`config.mk`:
```
export PLATFORM = sky130hd
export DESIGN_NAME = qbv_sqrt
export DESIGN_NICKNAME = d
export VERILOG_FILES = /design/src/hw/rtl/qbv_pkg.sv /design/src/hw/rtl/qbv_sqrt.sv
export SDC_FILE = /design/constraint.sdc
export NUM_CORES = 2
export LEC_CHECK = 0
export BUFFER_PORTS_ARGS = -buffer_cell sky130_fd_sc_hd__buf_2
export CAP_MARGIN = 20
export CORE_ASPECT_RATIO = 0.8
export CORE_MARGIN = 5
export CORE_UTILIZATION = 46
export DETAILED_ROUTE_END_ITERATION = 6
export GPL_TIMING_DRIVEN = 0
export SLEW_MARGIN = 20
export SYNTH_ARGS = -nofsm -noshare
export SYNTH_HDL_FRONTEND = slang
export SYNTH_SLANG_ARGS = --single-unit
```
`constraint.sdc`:
```
create_clock -name clk -period 9.1 [get_ports clk]
set_clock_uncertainty 0.15 [all_clocks]
set_input_delay 0.91 -clock clk [delete_from_list [all_inputs] [get_ports clk]]
set_output_delay 0.91 -clock clk [all_outputs]
set_load 0.05 [all_outputs]
```
`src/hw/rtl/qbv_pkg.sv`:
```
// ---------------------------------------------------------------------------
// qbv_pkg
// Widths and fixed-point constants shared by the quaternion datapath.
// ---------------------------------------------------------------------------
package qbv_pkg;

  localparam int CompW     = 16;              // input component width
  localparam int FracBits  = 14;              // output Q1.14
  localparam int OutW      = FracBits + 2;
  localparam int UnitBits  = 30;              // unit vectors in Q30
  localparam int MagW      = UnitBits + 1;    // normalized magnitude
  localparam int L2W       = 64;              // sum of squares
  localparam int LenW      = L2W / 2;
  localparam int UNumW     = 62;
  localparam int UQW       = 31;
  localparam int UW        = 32;              // signed Q30 unit component
  localparam int PW        = 64;              // Q60 products
  localparam int FNumW     = 63;
  localparam int FDenW     = LenW + UnitBits - FracBits;
  localparam int FQW       = 21;
  localparam int DefSqrtSteps = 2;
  localparam int DefDivSteps  = 2;

  localparam logic [63:0] One60    = 64'd1 << 60;
  localparam logic [63:0] OppThr   = One60 - One60 / 1000;
  localparam logic [63:0] AxisThr  = One60 / 100;
  localparam logic [OutW-1:0] QOne = OutW'(1) << FracBits;

endpackage

```
`src/hw/rtl/qbv_sqrt.sv`:
```
// ---------------------------------------------------------------------------
// qbv_sqrt
// Pipelined integer square root, floor(sqrt(x)), a few bit steps per stage.
// ---------------------------------------------------------------------------
module qbv_sqrt #(
  parameter int IN_W   = 64,
  parameter int STEPS  = 2,
  parameter int SIDE_W = 1
) (
  input  logic              clk,
  input  logic              rst_n,
  input  logic              en,
  input  logic              in_valid,
  input  logic [IN_W-1:0]   in_val,
  input  logic [SIDE_W-1:0] in_side,
  output logic              out_valid,
  output logic [IN_W/2-1:0] out_root,
  output logic [SIDE_W-1:0] out_side
);
  import qbv_pkg::*;

  localparam int Iter = IN_W / 2;
  localparam int NS   = (Iter + STEPS - 1) / STEPS;

  logic [IN_W-1:0]   rem_d   [NS];
  logic [IN_W-1:0]   res_d   [NS];
  logic [IN_W-1:0]   rem_nxt [NS];
  logic [IN_W-1:0]   res_nxt [NS];
  logic [IN_W-1:0]   rem_r   [NS];
  logic [IN_W-1:0]   res_r   [NS];
  logic [SIDE_W-1:0] side_d  [NS];
  logic [SIDE_W-1:0] side_r  [NS];
  logic              vld_d   [NS];
  logic              vld_r   [NS];

  assign rem_d[0]  = in_val;
  assign res_d[0]  = '0;
  assign side_d[0] = in_side;
  assign vld_d[0]  = in_valid;

  for (genvar s = 0; s < NS; s++) begin : g_stage
    if (s > 0) begin : g_link
      assign rem_d[s]  = rem_r[s-1];
      assign res_d[s]  = res_r[s-1];
      assign side_d[s] = side_r[s-1];
      assign vld_d[s]  = vld_r[s-1];
    end

    always_comb begin
      logic [IN_W-1:0] v;
      logic [IN_W-1:0] r;
      logic [IN_W-1:0] b;
      int k;
      v = rem_d[s];
      r = res_d[s];
      for (int j = 0; j < STEPS; j++) begin
        k = s * STEPS + j;
        if (k < Iter) begin
          b = IN_W'(1) << (IN_W - 2 - 2 * k);
          if (v >= r + b) begin
            v = v - (r + b);
            r = (r >> 1) + b;
          end else begin
            r = r >> 1;
          end
        end
      end
      rem_nxt[s] = v;
      res_nxt[s] = r;
    end

    always_ff @(posedge clk) begin
      if (!rst_n) begin
        vld_r[s] <= 1'b0;
      end else if (en) begin
        vld_r[s] <= vld_d[s];
      end
      if (en) begin
        rem_r[s]  <= rem_nxt[s];
        res_r[s]  <= res_nxt[s];
        side_r[s] <= side_d[s];
      end
    end
  end

  assign out_valid = vld_r[NS-1];
  assign out_root  = res_r[NS-1][Iter-1:0];
  assign out_side  = side_r[NS-1];

endmodule

```
# After elaboration in Yosys (flattened, before gate mapping)

Memories as Yosys holds them, arrays and structs flattened.
Index checks and enable logic that the tools add are counted.

Register bits: 0
Output and inout bits: 34
Memories kept: 4
Input port bits: 69
Memory bits (writable): 2080
Logic and storage cells: 231

Multiplexer cells: 85
Add/subtract/negate cells: 94
$lt $le $gt $ge: 32
Bitwise gates (word level): 16

Memories:

| name   | depth | bits a word | rd ports | clocked after memory_dff | write ports | line           | text |
|---|---|---|---|---|---|---|---|
| rem_r  | 16    | 64          | 15       | 0                        | 16          | qbv_sqrt.sv:29 | `logic [IN_W-1:0] rem_r [NS];` |
| res_r  | 16    | 64          | 16       | 0                        | 16          | qbv_sqrt.sv:30 | `logic [IN_W-1:0] res_r [NS];` |
| side_r | 16    | 1           | 16       | 0                        | 16          | qbv_sqrt.sv:32 | `logic [SIDE_W-1:0] side_r [NS];` |
| vld_r  | 16    | 1           | 16       | 0                        | 16          | qbv_sqrt.sv:34 | `logic vld_r [NS];` |

Operators with widths:

| operator                 | count |
|---|---|
| $mux W64                 | 63 |
| $ge A64 B64 Y1           | 31 |
| $sub A64 B64 Y64         | 31 |
| $add A63 B1 Y64 const B  | 1 |
| $add A63 B11 Y64 const B | 1 |
| $add A63 B13 Y64 const B | 1 |
| $add A63 B15 Y64 const B | 1 |
| $add A63 B17 Y64 const B | 1 |
| $add A63 B19 Y64 const B | 1 |
| $add A63 B21 Y64 const B | 1 |
| $add A63 B23 Y64 const B | 1 |
| $add A63 B25 Y64 const B | 1 |
| $add A63 B27 Y64 const B | 1 |
| $add A63 B29 Y64 const B | 1 |
| $add A63 B3 Y64 const B  | 1 |
| $add A63 B31 Y64 const B | 1 |
| $add A63 B33 Y64 const B | 1 |
| $add A63 B35 Y64 const B | 1 |
| $add A63 B37 Y64 const B | 1 |
| $add A63 B39 Y64 const B | 1 |
| $add A63 B41 Y64 const B | 1 |
| $add A63 B43 Y64 const B | 1 |
| $add A63 B45 Y64 const B | 1 |
| $add A63 B47 Y64 const B | 1 |
| other kinds (46)         | 81 |

# Longest topological paths before layout

An unclocked memory read counts as a cell.

Depth in word-level cells: 7
Mapped depth: 31
Depth with buffers taken out: 28

# Least setup slack after synthesis

Ideal clock, no wire load.

Kind: register -> register
Start: memory rem_r[13][30] (netlist: rem_r[1][350])
End: memory rem_r[14][57] (netlist: rem_r[1][441]), data pin
Data arrival time: 5.938 ns
Data required time: 8.688 ns
Buffers on the path: 6
Setup slack: 2.750 ns
Clock period less this slack: 6.350 ns
Cell stages (with the launch flop): 30
Setup time: 0.262 ns
Cells stage by stage: edfxtp_1 -> ha_1 -> clkbuf_1 -> nand4_1 -> nor2_1 -> a221o_1 -> o31ai_1 -> nand2_1 -> inv_1 -> buf_2 -> buf_1 -> buf_1 -> nand2_1 -> nand2_1 -> ha_1 -> clkbuf_1 -> nand4_1 -> a211oi_1 -> a211o_1 -> a21oi_1 -> o21a_1 -> o31a_1 -> nor4_1 -> nand2_1 -> a31o_2 -> o311ai_0 -> or4b_1 -> clkbuf_1 -> nor3_1 -> xnor2_1

RTL lines:

| what            | line |
|---|---|
| start, declared | qbv_sqrt.sv:29 |

==> impl_metrics.toml <==
[pwr]
p_sw_uw = 11000
combPwrFrac = 0.471
vdd_ir_drop_max_mv = 0.200
switching_share = 0.408
total_power_uw = 27000
clockPowerShare = 0.206
p_int_uw = 16000
power.share.sequential = 0.323
p_leak_uw = 0.0359
power-per-cell-area_nw_per_um2 = 291

[placed_design]
io_buffers = 102
gp_congestion = 0.954
dpl_worst_slack_ps = -440
place_inst = 11100
dp_hpwl_um = 195000

[floorplan]
core_area_um2 = 182000
dieArea_um2 = 193000
rows = 140
die_y_um = 393
ios = 103
start_util = 0.464
die_w_um = 489

[timing]
slew_violations = 0
rsz0062_at_grt = "no"
layout_setup_ws_ps = 230
whs_ps = 151
fin_crit_ps = 8870
fin_crit_sh = 0.975
setup_viol = 0
fmax_mhz = 113
slew_headroom = 0.230
worstMarginPinSlew_ps = 1130
hold_viol_final = 0

[setup_path]
r2r_cells = 26
max_stage_delay_ps = 650
arrival_ps = 9320
critPathRequiredTime_ps = 9540
end_kind = "flop"
r2r_slack_ps = 230
crit_path_frequent_cell = "a21o_1"
worst-path-max-fanout = 19
r2r_start = "res_r[6][73]$_DFFE_PP_"
slowest_stage = "a211oi_2"
startpoint_type = "flop"
path_class = "reg2reg"
r2r-end = "rem_r[1][413]$_DFFE_PP_"

[logic_synthesis]
ys_warn_count = 0
yosysTopAreaCell = "edfxtp_1"
syn_area_um2 = 84600
synth_ff_type = "edfxtp_1"
ys_types = 106
synthTopCellsByArea = "edfxtp_1 (45%), ha_1 (8.5%), xnor2_1 (5.4%)"
synthArstFlopShare = 0
synthTopCellsByCount = "edfxtp_1 (1263), nor2_1 (723), nand2_1 (706), a21oi_1 (694), ha_1 (573)"
syn-instance-count = 8531
avgSynthCellArea_um2 = 9.91
yosysSeqAreaShare = 0.449
synth_most_common_cell = "edfxtp_1"
ys_seq_elements = 1264
synth-edff-count = 1263
yosysTopAreaCellShare = 0.449
synth_fp_nets = 9173

[route]
routed_wl_um = 244000
drc = 0
final_antenna_net_count = 0
drt_iter0_drc = 6936
viasPerCell = 5.93
wl_per_cell_um = 21.6
vias = 67000
firstDrtPassIters = 6

[cts]
h-tree-depth = 4
cts-root-buf = "clkbuf_16"
clock_sinks = 1264
cts_made_buffers = 135
clk_path_buf_depth = 3
ctsHoldBuffers = 0
cts_tree = "done"
clk_latency_ps = 790
clk_pin_slew_ps = 60
cts_setup_buffers = 0

[min_path]
hold_depth = 1
hp-start = "in_val[27]"
min_path_type = "in2reg"
hold-path-endpoint = "rem_r[0][27]$_DFFE_PP_"

[global_routing]
track_usage = 0.245
grt_max_degree = 147
antenna_found_initial = 3
gr-total-overflow = 0
grt_pass1_vias = 62900
grt_first_pass_wirelength_um = 373000

[run_status]
status = "finished clean"

[finish]
fin_nets = 9421
area_growth_pct = 10.0
finish.utilization = 0.510
final_cells = 11300
drive_gt1_frac = 0.0640

[job]
cap_violations = 0
-- power groups by stage --
stage / registers, uW / logic (uW) / clock network (uW)
after floorplan: 8460 / 9480 / 0
after global placement: 9060 / 12300 / 0
after detailed placement: 8850 / 12400 / 0
after CTS: 8730 / 12500 / 5750
after global routing: 8810 / 14000 / 6000
final: 8730 / 12700 / 5580
-- metrics by stage --
step	TNS, ps	instance area, um^2
2_1_floorplan	0	84600
3_3_place_gp	-	88100
3_5_place_dp	-2750	88400
4_1_cts	0	93000
5_1_grt	0	93000
6_report	0	93000
-- final cells by class --
cell class | instances | area [um^2]
Fill cell | 16700 | 89300
Multi-Input combinational cell | 6537 | 43900
Sequential cell | 1264 | 37900
Clock buffer | 152 | 3440
Tap cell | 2414 | 3020
Inverter | 483 | 1810
Clock inverter | 97 | 1120
Buffer | 244 | 988
Timing Repair Buffer | 114 | 813
Antenna cell | 2 | 5.00
-- layout by cell type, fill, tap and decap left out, types with 128 or more instances in the layout --
master and instances:
nor4_1 215, nor2_1 722, xnor2_1 519, clkbuf_1 202, xor2_1 329, nand2_1 706, nand4_1 173, edfxtp_1 1263
buf_2 128, o21ai_0 406, inv_1 475, a21oi_1 694, ha_1 573, a21o_1 276, clkbuf_16 135, nor3_1 213
nand3_1 209
-- registers in the layout, summed over array words and instances (netlist names) --
register  cells
vld_r        16
res_r       272
rem_r       960
side_r       16
-- logic make-up (layout without fill, tap and decap cells) --
group | count (synthesis) | in the layout | synth area share
flip-flops | 1264 | 1264 | 0.449
multiplexers | 86 | 86 | 0.0110
adder cells (fa/ha/maj) | 573 | 573 | 0.0848
XOR/XNOR | 848 | 848 | 0.0878
AND/OR/NAND/NOR | 2974 | 2974 | 0.180
buffers and inverters | 730 | 1090 | 0.0331
AO/OA/AOI/OAI | 2056 | 2056 | 0.155
other | 0 | 2 | 0
-- routing by layer --
layer,global-route usage,part of all wire,up-vias
met3,0.0354,0.068,244
met5,0,0.000053,-
li1,-,-,32300
met2,0.369,0.43,2046
met4,0.0389,0.014,2
met1,0.379,0.48,32400
-- critical path, delay by kind of cell (launching register included) --
kind / cells / cell delay [ps]
AO/OA/AOI/OAI: 13 / 3780
buffers and inverters: 6 / 1830
AND/OR/NAND/NOR: 5 / 1800
adder cells (fa/ha/maj): 2 / 630
flip-flops: 1 / 470
-- how the worst max path moves through the flow --
| stage | slack [ps] | depth (start not counted) | to | start |
|---|---|---|---|---|
| 3_5_place_dp | -440 | 29 | rem_r[1][447]$_DFFE_PP_ | res_r[6][73]$_DFFE_PP_ |
| 3_3_place_gp | -13140 | 2 | vld_r[0][7]$_DFFE_PP_ | en |
| 5_1_grt | 20 | 29 | rem_r[1][44]$_DFFE_PP_ | res_r[3][103]$_DFFE_PP_ |
| 4_1_cts | 40 | 28 | rem_r[1][279]$_DFFE_PP_ | res_r[5][103]$_DFFE_PP_ |
| 2_1_floorplan | 2750 | 29 | rem_r[1][441]$_DFFE_PP_ | rem_r[1][350]$_DFFE_PP_ |
| 6_report | 230 | 26 | rem_r[1][413]$_DFFE_PP_ | res_r[6][73]$_DFFE_PP_ |
-- repair_timing --
item                                    in CTS  in global routing
pin swaps                                    0                  0
endpoints found under the setup margin      28                152
resized for setup                            3                 21
Note: power is estimated with default switching activity, not from simulation.
